**config.mk**
```make
export PLATFORM = sky130hd
export DESIGN_NAME = bbe_front
export DESIGN_NICKNAME = d
export VERILOG_FILES = /design/src/hdl/bbe_pkg.sv /design/src/hdl/bbe_front.sv
export SDC_FILE = /design/constraint.sdc
export NUM_CORES = 1
export LEC_CHECK = 0
export BUFFER_PORTS_ARGS = -buffer_cell sky130_fd_sc_hd__clkbuf_2
export CELL_PAD_IN_SITES_DETAIL_PLACEMENT = 0
export CELL_PAD_IN_SITES_GLOBAL_PLACEMENT = 1
export CORE_MARGIN = 4
export CORE_UTILIZATION = 43
export CTS_CLUSTER_DIAMETER = 80
export CTS_CLUSTER_SIZE = 14
export DETAILED_ROUTE_END_ITERATION = 8
export PLACE_DENSITY = 0.86
export SETUP_SLACK_MARGIN = 0.1
export SYNTH_ARGS = -nofsm -noshare
export SYNTH_HDL_FRONTEND = slang
export SYNTH_SLANG_ARGS = --single-unit
export TNS_END_PERCENT = 5
```
**constraint.sdc**
```tcl
create_clock -name clk_i -period 4.1 [get_ports clk_i]
set_clock_uncertainty 0.1 [all_clocks]
set_input_delay 0.82 -clock clk_i [delete_from_list [all_inputs] [get_ports clk_i]]
set_output_delay 0.82 -clock clk_i [all_outputs]
set_load 0.01 [all_outputs]
```
**src/hdl/bbe_pkg.sv**
```systemverilog
// Shared types, sizes and register indexes of the 3x3 edge-normalized box blur.
package bbe_pkg;

  localparam int MAX_WIDTH  = 1024;
  localparam int MAX_HEIGHT = 1024;

  localparam int COL_W  = $clog2(MAX_WIDTH);
  localparam int OROW_W = $clog2(MAX_HEIGHT);
  localparam int ROW_W  = OROW_W + 2;
  localparam int WDIM_W = COL_W + 1;
  localparam int HDIM_W = OROW_W + 1;

  localparam int CFG_W     = 11;
  localparam int CFG_IDX_W = 2;
  localparam logic [CFG_IDX_W-1:0] CFG_FRAME_WIDTH  = 2'd0;
  localparam logic [CFG_IDX_W-1:0] CFG_FRAME_HEIGHT = 2'd1;

  localparam int OPQ_DEPTH  = 4;
  localparam int OPQ_AW     = $clog2(OPQ_DEPTH);
  localparam int RESQ_DEPTH = 8;
  localparam int RESQ_AW    = $clog2(RESQ_DEPTH);

  typedef struct packed {
    logic       kind;
    logic [7:0] red_in;
    logic [7:0] green_in;
    logic [7:0] blue_in;
  } in_t;

  typedef struct packed {
    logic [7:0] red_out;
    logic [7:0] green_out;
    logic [7:0] blue_out;
    logic       frame_end;
  } res_t;

  typedef struct packed {
    logic [7:0] r;
    logic [7:0] g;
    logic [7:0] b;
  } pixel_t;

  // One stream step handed from front to back.
  typedef struct packed {
    logic             real_px;
    pixel_t           pix;
    logic [COL_W-1:0] col;
    logic             emit;
    logic             top_ok;
    logic             bot_ok;
    logic             left_ok;
    logic             right_ok;
    logic             last;
  } op_t;

  function automatic logic [WDIM_W-1:0] clamp_width(input logic [CFG_W-1:0] v);
    if (v == '0) return WDIM_W'(1);
    if (int'(v) > MAX_WIDTH) return WDIM_W'(MAX_WIDTH);
    return WDIM_W'(v);
  endfunction

  function automatic logic [HDIM_W-1:0] clamp_height(input logic [CFG_W-1:0] v);
    if (v == '0) return HDIM_W'(1);
    if (int'(v) > MAX_HEIGHT) return HDIM_W'(MAX_HEIGHT);
    return HDIM_W'(v);
  endfunction

endpackage

```
**src/hdl/bbe_front.sv**
```systemverilog
// Front end: frame registers, stream position tracking and item classification.
module bbe_front (
  input  logic                          clk_i,
  input  logic                          rst_ni,
  input  logic                          cfg_we_i,
  input  logic [bbe_pkg::CFG_IDX_W-1:0] cfg_idx_i,
  input  logic [bbe_pkg::CFG_W-1:0]     cfg_data_i,
  input  logic                          push_i,
  input  bbe_pkg::in_t                  in_data_i,
  output logic                          full_o,
  input  logic                          q_full_i,
  output logic                          op_push_o,
  output bbe_pkg::op_t                  op_o
);
  import bbe_pkg::*;

  logic [WDIM_W-1:0] w_q;
  logic [HDIM_W-1:0] h_q;
  logic [COL_W-1:0]  col_q, col_d, ocol_q, ocol_d;
  logic [ROW_W-1:0]  row_q, row_d;
  logic [OROW_W-1:0] orow_q, orow_d;
  logic              pend_q, pend_d;

  logic accept, in_frame, adv, adv_real, early, emit;
  logic col_last, ocol_last, orow_last, last;

  assign full_o   = pend_q | q_full_i;
  assign accept   = push_i & ~full_o;
  assign in_frame = row_q < ROW_W'(h_q);

  always_comb begin
    early     = (row_q == '0) || (row_q == ROW_W'(1) && col_q == '0);
    emit      = ~early;
    col_last  = {1'b0, col_q} == (w_q - WDIM_W'(1));
    ocol_last = {1'b0, ocol_q} == (w_q - WDIM_W'(1));
    orow_last = {1'b0, orow_q} == (h_q - HDIM_W'(1));
    last      = emit & ocol_last & orow_last;

    if (pend_q) begin
      adv      = ~q_full_i;
      adv_real = 1'b0;
    end else begin
      adv      = accept & (~in_frame | ~in_data_i.kind);
      adv_real = in_frame;
    end

    op_o.real_px  = adv_real;
    op_o.pix      = {in_data_i.red_in, in_data_i.green_in, in_data_i.blue_in};
    op_o.col      = col_q;
    op_o.emit     = emit;
    op_o.top_ok   = orow_q != '0;
    op_o.bot_ok   = ~orow_last;
    op_o.left_ok  = ocol_q != '0;
    op_o.right_ok = ~ocol_last;
    op_o.last     = last;
    op_push_o     = adv;

    col_d  = col_q;
    row_d  = row_q;
    ocol_d = ocol_q;
    orow_d = orow_q;
    pend_d = pend_q;
    if (adv) begin
      // a flush step that yields nothing is followed by one that does
      pend_d = ~adv_real & ~emit;
      if (col_last) begin
        col_d = '0;
        row_d = row_q + ROW_W'(1);
      end else begin
        col_d = col_q + COL_W'(1);
      end
      if (emit) begin
        if (ocol_last) begin
          ocol_d = '0;
          orow_d = orow_q + OROW_W'(1);
        end else begin
          ocol_d = ocol_q + COL_W'(1);
        end
      end
      if (last) begin
        col_d  = '0;
        row_d  = '0;
        ocol_d = '0;
        orow_d = '0;
      end
    end
  end

  always_ff @(posedge clk_i or negedge rst_ni) begin
    if (!rst_ni) begin
      w_q    <= clamp_width(CFG_W'(640));
      h_q    <= clamp_height(CFG_W'(480));
      col_q  <= '0;
      row_q  <= '0;
      ocol_q <= '0;
      orow_q <= '0;
      pend_q <= 1'b0;
    end else if (cfg_we_i && (cfg_idx_i == CFG_FRAME_WIDTH || cfg_idx_i == CFG_FRAME_HEIGHT)) begin
      if (cfg_idx_i == CFG_FRAME_WIDTH) begin
        w_q <= clamp_width(cfg_data_i);
      end else begin
        h_q <= clamp_height(cfg_data_i);
      end
      col_q  <= '0;
      row_q  <= '0;
      ocol_q <= '0;
      orow_q <= '0;
      pend_q <= 1'b0;
    end else begin
      col_q  <= col_d;
      row_q  <= row_d;
      ocol_q <= ocol_d;
      orow_q <= orow_d;
      pend_q <= pend_d;
    end
  end

endmodule

```
==> impl_results.md <==
* Fin crit share at about 92%
* Yosys cell types at 68
* Share of the synthesized area in the top cell type at between 20% and 30%
* DRT iter0 DRCs at 499
* CP arrival at 2.86 ns
* TritonCTS Buffers at 9
* Sequential fraction of the synthesis area at a little under a third
* Post-DR vias/cell at between 5 and 6
* Gr usage total at 20.6%
* Most frequent cells after synthesis: 59 x dfrtp_1, 59 x nand2_1, 45 x o21ai_0, 40 x nand3_1, 38 x nor2_1
* Worst Setup Start Kind: flop
* Nets at around 690
* Static leakage at between 2 and 2.5 nW
* Clock Path Buffers at 2
* Critical path data required time at around 3.2 ns
* Dpl hpwl at 9.86 mm
* Max Fclk at roughly 260 MHz
* Setup WS post-layout at 0.316 ns
* Die ar. at approximately 14000 sq um
* Buffer count from post-CTS setup fixing at 0
* Count of final setup violators at 0
* Layout fillers at about 1100
* Area Growth Syn to Fin at 8.55%
* DRT Wirelength at roughly 14 mm
* Syn Std Cell Area at about 5000 sq um
* Hold Buf Count CTS at 0
* Final Util at roughly half
* Avg Inst Size Synth at about 8 sq um
* Register area at 1640 sq um
* IO buf count at 37
* Place WS at 0.553 ns
* YS warnings at 0
* Post-synth EDFFs at 0
* Ys flop type: dfrtp_1
* Row count at 39
* Gpl congestion at ~0.88
* Max FO, Critical Path at 14
* Vias in the first global route at around 4400
* DRT antenna net count at 0
* Top-level I/O count at 86
* Die W at between 100 and 150 microns
* Maxcap violations at 0
* Starting Density at 44.5%
* Hold Path Class: flop to flop
* Slew HR at between 30% and 40%
* Min Hold Slack at about 0.43 ns
* WL per Instance at ~18 microns
* CTS tree: done
* Synth Net Count at roughly 690
* RSZ-0062 raised after global routing: no
* Placeable Area at around 12000 sq um
* Final Max Tran Viols at 0
* Setup TNS at 0 ns
* Grt ovf at 0
* DRT Pass-1 Iters at 5
* Status: complete, no violations
* Worst skew pair latency at 0.34 ns
* Share of layout cells above drive strength 1 at approximately 15%
* CP Cell Sequence: or4_4, or3_1, a2111oi_2, and3_1, nand3_1, nor3_2, clkbuf_2
* Worst vdd ir at around 0.27 mV
* CTS root buffer: clkbuf_16
* Mapped Cells at approximately 630
* Area of the multi-input gates at 3050 sq um
* Fin crit period at approximately 3.8 ns
* Clock sinks at 65
* Least-Margin Pin Slew at ~0.9 ns
* Crit end category: output port
* Worst Setup SP: w_q[0]
* DRC violations left at 0
* Hold wc startpoint: h_q[5]
* CP Class: flop to output port
* Synth area leaders: dfrtp_1 29%, ha_1 5.1%, o21ai_0 4.4%
* CP peak stage delay at 0.57 ns
* Final Hold Vio Count at 0
* PwrDens at approximately 400 nW/um^2
* #FFs+latches synth at 65
* Vias post-DR at ~4600
* Largest net degree at the start of global routing at 40
* Async S/R FF share, synth at 100%
* Antenna Cells at 0
* Worst path slowest cell: or4_4
* Die Span Y at 117 microns
* R2R Path Start: h_q[2]
* Global-route wire length before repair at 21.9 mm
* Initial antenna violation count at 0
* Clock transition at the registers of the reported paths at about 0.050 ns
* Yosys top cell by area: dfrtp_1
* H-tree depth at 3
[power breakdown]
part | internal (mW) | total, mW | switching (mW)
sequential | 0.706 | 0.833 | 0.127
clock | 0.517 | 0.798 | 0.281
combinational | 0.243 | 0.559 | 0.316
total | 1.47 | 2.19 | 0.724
[critical path: cells and delay by family, from the launching register on]
family,cells,cell delay [ns]
AND/OR/NAND/NOR,5,1.48
flip-flops,1,0.50
AO/OA/AOI/OAI,1,0.38
buffers and inverters,1,0.16
[stage by stage]
step	area, sq um	std cells	power [mW]
final	5560	772	2.19
after global routing	5560	772	2.32
after CTS	5530	772	2.19
after detailed placement	5220	757	1.38
after global placement	5220	757	1.36
after floorplan	5120	629	1.24
[state kept, by name, indices dropped and copies added (netlist names)]
| signal | cells |
|---|---|
| row_q | 12 |
| h_q | 11 |
| col_q | 10 |
| ocol_q | 10 |
| pend_q | 1 |
| orow_q | 10 |
| w_q | 11 |
[area by class of cell]
cell class,instances,share of cell area (%)
Inverter,31,2.09
Tap cell,143,3.22
Clock inverter,2,0.675
Multi-Input combinational cell,470,54.9
Sequential cell,65,29.5
Clock buffer,13,4.86
Timing Repair Buffer,48,4.82
[worst paths after layout]
check                            end  slack [ns]  cells after the start
max                          op_o[0]        0.32                      7
min                           h_q[5]        0.43                      2
max reg2reg                ocol_q[4]        0.72                     12
min reg2reg                   h_q[5]        0.43                      2
max in group asynchronous  orow_q[8]        2.62                      2
min in group asynchronous   row_q[7]        0.52                      1
[cell usage in the layout (no fill, tap or decap), drive strengths merged, types with 12 or more instances in the layout]
| cell type | Yosys | routed |
|---|---|---|
| a21oi | 20 | 20 |
| and3 | 12 | 12 |
| buf | 37 | 12 |
| clkbuf | 26 | 49 |
| dfrtp | 59 | 59 |
| ha | 21 | 21 |
| inv | 31 | 31 |
| nand2 | 59 | 59 |
| nand2b | 18 | 18 |
| nand3 | 40 | 40 |
| nand4 | 15 | 15 |
| nor2 | 38 | 38 |
| nor3 | 32 | 32 |
| nor4 | 14 | 14 |
| o21ai | 47 | 47 |
| or3 | 14 | 14 |
| xnor2 | 21 | 21 |
| xor2 | 25 | 25 |
[repair_timing]
item | CTS | global route
hold endpoints to repair | 0 | 0
setup endpoints to repair | 0 | 1
resized for setup | 0 | 7
[routing by layer]
metal  track usage (%)  vias to the layer above  part of all wire [%]  routed length [microns]
li1                  -                     2213                     -                        -
met1              26.1                     2210                    45                     6140
met2              34.3                      142                    48                     6580
met3              5.19                       32                   4.7                      640
met4              7.42                        0                   2.5                      345
met5                 0                        -                     0                        0
[kinds of logic (layout without fill, tap and decap cells)]
group,after synthesis,count (layout),synth area share (%)
xor gates and xnor gates,48,48,8.75
buffers and inverters,94,94,9.19
muxes,7,7,1.47
AOI/OAI and AO/OA,118,118,14.9
and+or+nand+nor,276,276,28.6
adders and majority gates,21,21,5.13
DFF,65,65,31.9
Note: power is estimated with default switching activity, not from simulation.
