$ cat config.mk
export PLATFORM = sky130hd
export DESIGN_NAME = bbe_op_queue
export DESIGN_NICKNAME = d
export VERILOG_FILES = /design/src/hdl/bbe_pkg.sv /design/src/hdl/bbe_op_queue.sv
export SDC_FILE = /design/constraint.sdc
export NUM_CORES = 1
export LEC_CHECK = 0
export BUFFER_PORTS_ARGS = -buffer_cell sky130_fd_sc_hd__buf_2
export CAP_MARGIN = 25
export CORE_MARGIN = 3
export CORE_UTILIZATION = 60
export CTS_CLUSTER_DIAMETER = 150
export CTS_CLUSTER_SIZE = 30
export DETAILED_ROUTE_END_ITERATION = 7
export PLACE_DENSITY = 0.83
export SKIP_CTS_REPAIR_TIMING = 1
export SKIP_LAST_GASP = 1
export SYNTH_ARGS = -nofsm -noshare
export SYNTH_HDL_FRONTEND = slang
export SYNTH_SLANG_ARGS = --single-unit
$ cat constraint.sdc
create_clock -name clk_i -period 4.07 [get_ports clk_i]
set_input_delay 0.6105 -clock clk_i [delete_from_list [all_inputs] [get_ports clk_i]]
set_output_delay 0.6105 -clock clk_i [all_outputs]
set_load 0.05 [all_outputs]
$ cat src/hdl/bbe_pkg.sv
// Shared types, sizes and register indexes of the 3x3 edge-normalized box blur.
package bbe_pkg;

  localparam int MAX_WIDTH  = 1024;
  localparam int MAX_HEIGHT = 1024;

  localparam int COL_W  = $clog2(MAX_WIDTH);
  localparam int OROW_W = $clog2(MAX_HEIGHT);
  localparam int ROW_W  = OROW_W + 2;
  localparam int WDIM_W = COL_W + 1;
  localparam int HDIM_W = OROW_W + 1;

  localparam int CFG_W     = 11;
  localparam int CFG_IDX_W = 2;
  localparam logic [CFG_IDX_W-1:0] CFG_FRAME_WIDTH  = 2'd0;
  localparam logic [CFG_IDX_W-1:0] CFG_FRAME_HEIGHT = 2'd1;

  localparam int OPQ_DEPTH  = 4;
  localparam int OPQ_AW     = $clog2(OPQ_DEPTH);
  localparam int RESQ_DEPTH = 8;
  localparam int RESQ_AW    = $clog2(RESQ_DEPTH);

  typedef struct packed {
    logic       kind;
    logic [7:0] red_in;
    logic [7:0] green_in;
    logic [7:0] blue_in;
  } in_t;

  typedef struct packed {
    logic [7:0] red_out;
    logic [7:0] green_out;
    logic [7:0] blue_out;
    logic       frame_end;
  } res_t;

  typedef struct packed {
    logic [7:0] r;
    logic [7:0] g;
    logic [7:0] b;
  } pixel_t;

  // One stream step handed from front to back.
  typedef struct packed {
    logic             real_px;
    pixel_t           pix;
    logic [COL_W-1:0] col;
    logic             emit;
    logic             top_ok;
    logic             bot_ok;
    logic             left_ok;
    logic             right_ok;
    logic             last;
  } op_t;

  function automatic logic [WDIM_W-1:0] clamp_width(input logic [CFG_W-1:0] v);
    if (v == '0) return WDIM_W'(1);
    if (int'(v) > MAX_WIDTH) return WDIM_W'(MAX_WIDTH);
    return WDIM_W'(v);
  endfunction

  function automatic logic [HDIM_W-1:0] clamp_height(input logic [CFG_W-1:0] v);
    if (v == '0) return HDIM_W'(1);
    if (int'(v) > MAX_HEIGHT) return HDIM_W'(MAX_HEIGHT);
    return HDIM_W'(v);
  endfunction

endpackage

$ cat src/hdl/bbe_op_queue.sv
// Short queue of stream steps between front and back.
module bbe_op_queue (
  input  logic         clk_i,
  input  logic         rst_ni,
  input  logic         push_i,
  input  bbe_pkg::op_t op_i,
  output logic         full_o,
  input  logic         pop_i,
  output logic         empty_o,
  output bbe_pkg::op_t op_o
);
  import bbe_pkg::*;

  op_t                mem_q [OPQ_DEPTH];
  logic [OPQ_AW-1:0]  wr_q, rd_q;
  logic [OPQ_AW:0]    cnt_q;
  logic               do_push, do_pop;

  assign full_o  = cnt_q == (OPQ_AW+1)'(OPQ_DEPTH);
  assign empty_o = cnt_q == '0;
  assign op_o    = mem_q[rd_q];
  assign do_push = push_i & ~full_o;
  assign do_pop  = pop_i & ~empty_o;

  always_ff @(posedge clk_i) begin
    if (do_push) begin
      mem_q[wr_q] <= op_i;
    end
  end

  always_ff @(posedge clk_i or negedge rst_ni) begin
    if (!rst_ni) begin
      wr_q  <= '0;
      rd_q  <= '0;
      cnt_q <= '0;
    end else begin
      if (do_push) wr_q <= wr_q + OPQ_AW'(1);
      if (do_pop)  rd_q <= rd_q + OPQ_AW'(1);
      cnt_q <= cnt_q + (OPQ_AW+1)'(do_push) - (OPQ_AW+1)'(do_pop);
    end
  end

endmodule

==> results of run 1 <==
-- worst register-to-register path: stages, from the launching register on --
cell,delay (ps)
dfrtp_1,460
o31ai_1,410
inv_1,80
ha_1,280
inv_1,40
ha_1,180
fa_1,370
xnor2_1,170
xnor2_1,140
-- stage by stage --
step                cell area, um2  utilization [%]  std cells  total power, W
floorplan                     6440                -        256         0.00449
global placement              6960             67.1        471         0.00490
detailed placement            7040             67.9        475         0.00499
CTS                           7620             73.5        507         0.00658
global route                  7650             73.8        509         0.00681
finish                        7650             73.8        509         0.00651
-- worst max-delay path by stage --
stage | startpoint | to | slack [ps] | cells after the start
3_5_place_dp | rd_q[0] | op_o[20] | 1390 | 3
4_1_cts | rd_q[0] | op_o[20] | 790 | 3
2_1_floorplan | cnt_q[1] | cnt_q[2] | 1760 | 8
3_3_place_gp | rd_q[0] | op_o[29] | 1390 | 3
5_1_grt | rd_q[0] | op_o[20] | 700 | 3
6_report | rd_q[0] | op_o[20] | 900 | 3
-- metal layers --
metal	routed length, um	global-route usage, %
met2	5870	33.9
met4	144	8.19
met5	7	0
met3	837	7.52
met1	4360	25.9
-- cell usage after synthesis --
cell type / number
xnor2_1: 4
nand4bb_1: 2
buf_2: 4
buf_6: 1
clkbuf_1: 1
o211ai_1: 2
and3b_1: 4
nand2b_1: 4
inv_1: 6
fa_1: 1
o31ai_1: 1
nor3b_4: 1
dfrtp_1: 7
buf_12: 4
ha_1: 6
o311ai_0: 1
nor3_1: 1
edfxtp_1: 164
mux4_1: 3
mux4_2: 38
nand2_1: 1
-- area by class of cell --
cell class	count	area (um2)
fillers	596	2720
repair buffers	95	561
inverters	6	22.5
clock buffers	17	414
multi-input cells	69	1210
clock inverters	15	173
well taps	136	170
flip-flops and latches	171	5100
-- power breakdown --
group	internal [W]	switching (W)	total [W]
clock	0.000935	0.000639	0.00157
sequential	0.00232	0.000196	0.00252
combinational	0.000785	0.00163	0.00242
total	0.00404	0.00247	0.00651
-- sequential cells by signal (all words and copies together), names as in the netlist --
signal / count
wr_q: 2
mem_q: 164
rd_q: 2
cnt_q: 3
-- layout by cell type (no fill, tap or decap) --
master,count
clkbuf_8,1
nor3b_4,1
clkinv_4,3
nand2_1,1
dfrtp_1,5
clkbuf_16,16
buf_12,5
nor3_1,1
fa_1,1
bufinv_16,3
dfrtp_2,2
mux4_2,38
nand4bb_1,2
o31ai_1,1
edfxtp_1,164
inv_6,3
clkinvlp_4,1
o211ai_1,2
inv_1,6
clkinv_2,3
ha_1,6
dlygate4sd3_1,1
and3b_2,4
mux4_1,3
buf_4,2
o311ai_0,1
xnor2_1,4
nand2b_1,4
buf_2,87
clkinv_1,2
-- logic make-up after synthesis --
family,count (synthesis)
mux,41
xor+xnor,4
compound gates,4
flops,171
buf+inv,16
fa+ha+maj,7
simple gates,13
==> flow_summary.json, run 1 <==
{
  "synthMuxAreaShare_pct": 14.5,
  "vias_per_cell": 5.73,
  "grt_max_degree": 43,
  "h-tree-depth": 4,
  "antenna_found_initial": 1,
  "diodes": 0,
  "max_freq_ghz": 0.316,
  "clk_path_buf_depth": 2,
  "r2r_slack_ps": 1850,
  "wl_per_cell_um": 22.0,
  "crit_fanout": 24,
  "startpoint_type": "register",
  "finalHoldViolCount": 0,
  "reg2reg_depth": 8,
  "r2r-end": "cnt_q[2]",
  "cp.required_ps": 3460,
  "hold_class": "in -> reg",
  "tightestPinTransition_ps": 768,
  "overflow": 0,
  "grt_pass1_vias": 3173,
  "die_area_um2": 12000,
  "period_needed_ps": 3170,
  "path_cells": "buf_4 > mux4_2 > buf_2",
  "start_util_pct": 62.1,
  "min_path_cells": 1,
  "drive_gt1_share_pct": 45.3,
  "setup_viol": 0,
  "worst_setup_path_end_kind": "output port",
  "setup_slack_ps": 902,
  "tns_ps": 0,
  "worst-setup-path-type": "reg -> out",
  "arrival_ps": 2560,
  "crit_slowest_cell": "dfrtp_2",
  "drc": 0,
  "pre_cts_slack_ps": 1390,
  "hold_end": "mem_q[1][16]",
  "pin_count": 88,
  "max-cap-violations": 0,
  "drtPass1Iterations": 4,
  "fp.coreArea_um2": 10400,
  "wl_um": 11200,
  "gp_congestion": 0.744,
  "final_nets": 412,
  "synth_area_leaders": "edfxtp_1 76%, mux4_2 13%, dfrtp_1 2.7%",
  "min_from": "op_i[16]",
  "synth_adder_area_share_pct": 1.48,
  "die_x_um": 110,
  "yosysWarnings": 0,
  "grt_use_total_pct": 20.8,
  "relSlewSlack_pct": 48.8,
  "synthCells": 256,
  "period_share_pct": 77.8,
  "critPathTopFamily": "flip-flops",
  "antenna_left": 0,
  "netlist.area_leader.share_pct": 76.4,
  "synth_top_family_by_area": "multiplexers",
  "rsz0062_at_grt": "no",
  "vias": 2919,
  "crit_buf_inv": 2,
  "cts_buffers": 17,
  "synth_xor_area_share_pct": 0.544,
  "ys_seq_area_share_pct": 79.1,
  "slew_violations": 0,
  "status": "completed",
  "clock_sinks": 171,
  "syn_nets": 308,
  "yosys.area_share.simple_pct": 1.71,
  "finClkSkew_ps": 8.90,
  "max_stage_delay_ps": 870,
  "grt_pass1_wl_um": 17400,
  "place_hpwl_um": 6790,
  "path_clk_slew_ps": 70,
  "ctsRootBufferMaster": "clkbuf_8",
  "die_h_um": 110,
  "area_growth_syn_to_layout_pct": 18.8,
  "vdd_drop_max_mv": 0.438,
  "synth_compound_area_share_pct": 0.485,
  "synth_area_um2": 6440,
  "ys_types": 21,
  "p_leak_nw": 2.69,
  "r2r_start": "cnt_q[1]",
  "placementRows": 37,
  "cts_tree": "yes",
  "syn_area_per_cell_um2": 25.2,
  "dr.first_iter.drc_count": 135,
  "io_buffers": 87,
  "p_per_area_nw_per_um2": 851,
  "ys_seq_elements": 171,
  "yosys.area.top_type": "edfxtp_1",
  "insertion_delay_ps": 520,
  "whs_ps": 298
}
No activity file was read; power rests on OpenSTA's default activity.
==> run 2, diff against run 1 <==
Settings changed: CORE_UTILIZATION 60 to 51, PLACE_DENSITY 0.83 to 0.75.
Clock period 4.07 ns to 2.8 ns, I/O delays scaled along.
==> run 2 against run 1 <==
Hold slack lost 88 ps; total power is 47% higher; flip-flop and latch count is the same; clock power grew 48%; largest cell class unchanged.
==> flow_summary.json, run 2 (synthesis gave the netlist of run 1 again) <==
{
  "status": "completed",
  "drive_gt1_share_pct": 44.4,
  "worst_setup_path_end_kind": "output port",
  "r2r-end": "cnt_q[2]",
  "min_from": "op_i[15]",
  "startpoint_type": "register",
  "max_stage_delay_ps": 680,
  "wl_met3_um": 695,
  "placementRows": 40,
  "io_buffers": 87,
  "r2r_slack_ps": 590,
  "reg2reg_depth": 8,
  "fp.coreArea_um2": 12200,
  "antenna_left": 0,
  "fillers": 845,
  "h-tree-depth": 4,
  "clock_sinks": 171,
  "dpl_cell_area_um2": 7120,
  "gp_congestion": 0.777,
  "path_cells": "buf_4 > mux4_2 > buf_2",
  "vdd_drop_max_mv": 0.777,
  "clk_path_buf_depth": 2,
  "finalInstanceArea_um2": 7720,
  "cp.required_ps": 2380,
  "pin_count": 88,
  "final_nets": 413,
  "antenna_found_initial": 0,
  "crit_fanout": 20,
  "die_area_um2": 14000,
  "r2r_start": "cnt_q[1]",
  "ctsRootBufferMaster": "clkbuf_16",
  "min_path_cells": 1,
  "grt_use_total_pct": 16.8,
  "drtPass1Iterations": 4,
  "met1_length_um": 4720,
  "start_util_pct": 53.0,
  "worst-setup-path-type": "reg -> out",
  "dr.first_iter.drc_count": 242,
  "vias": 2905,
  "max-cap-violations": 0,
  "cts_buffers": 17,
  "p_leak_nw": 2.69,
  "finalHoldViolCount": 0,
  "tns_ps": 0,
  "overflow": 0,
  "finClkSkew_ps": 6.80,
  "layout_commonest_cell": "edfxtp_1",
  "drc": 0,
  "dr_wl_met2_um": 5320,
  "place_hpwl_um": 6800,
  "max_freq_ghz": 0.394,
  "period_needed_ps": 2540,
  "period_share_pct": 90.7,
  "arrival_ps": 2120,
  "setup_viol": 0,
  "wl_um": 10900,
  "grt_max_degree": 30,
  "hold_end": "mem_q[0][15]",
  "slew_violations": 0,
  "tightestPinTransition_ps": 556,
  "p_total_w": 0.00956,
  "wl_per_cell_um": 20.1,
  "reg_top3": "mem_q (164), cnt_q (3)",
  "insertion_delay_ps": 420,
  "p_per_area_nw_per_um2": 1240,
  "grt_pass1_vias": 3123,
  "area_growth_syn_to_layout_pct": 19.8,
  "dr.max_layer_used": "met4",
  "diodes": 0,
  "rsz0062_at_grt": "no",
  "relSlewSlack_pct": 62.9,
  "path_clk_slew_ps": 60,
  "vias_per_cell": 5.36,
  "crit_slowest_cell": "dfrtp_4",
  "die_x_um": 118,
  "layout_common_cells": "164 x edfxtp_1, 87 x buf_2, 38 x mux4_2",
  "die_h_um": 118,
  "cts_tree": "yes",
  "hold_class": "in -> reg",
  "top_register": "mem_q",
  "largest_reg_flops": 164,
  "grt_pass1_wl_um": 17300
}
run 2: cell count changes in the layout (fill, tap and decap cells not counted), sizes merged:
cell and delta:
clkinv -6, inv -3, clkbuf +8, clkinvlp +1, buf +1
run 2: worst max-delay path by stage:
stage	slack (ps)	to	cells past startpoint	from
final	260	op_o[21]	3	rd_q[0]
after global routing	150	op_o[19]	3	rd_q[0]
after CTS	200	op_o[21]	3	rd_q[0]
after detailed placement	580	cnt_q[2]	8	cnt_q[1]
after global placement	670	op_o[15]	3	rd_q[0]
after floorplan	490	cnt_q[2]	8	cnt_q[1]
run 2: routing by layer:
| metal | vias to the layer above | global-route usage, % |
|---|---|---|
| li1 | 1297 | - |
| met1 | 1499 | 22.9 |
| met2 | 93 | 25.8 |
| met3 | 16 | 4.74 |
| met4 | 0 | 7.17 |
| met5 | - | 0 |
run 2: area by class of cell:
class                      count  area [um2]  share of cell area [%]
clock buffer                  25         475                    6.16
sequential                   171        5100                    66.1
timing repair buffer          96         581                    7.52
clock inverter                 7         115                    1.49
multi-input combinational     69        1210                    15.7
inverter                       6        22.5                   0.292
tap                          168         210                    2.72
run 2: stage by stage:
| stage | hold slack, ps | util [%] | setup WS (ps) | std cells |
|---|---|---|---|---|
| global placement | 263 | 58.5 | 667 | 509 |
| global route | 194 | 63.5 | 147 | 542 |
| CTS | -189 | 63.4 | 198 | 541 |
| finish | 210 | 63.5 | 261 | 542 |
| detailed placement | 265 | 58.5 | 582 | 509 |
| floorplan | 124 | - | 495 | 256 |
run 2: power by group:
group	total [W]	switching, W	internal [W]
combinational	0.00354	0.00237	0.00117
sequential	0.00369	0.000306	0.00338
clock	0.00233	0.000880	0.00145
total	0.00956	0.00356	0.00600
run 2: worst max-delay path: cells and delay by family, from the launching register on:
family / cells / cell delay, ps
flops: 1 / 680
buf+inv: 2 / 480
mux: 1 / 530
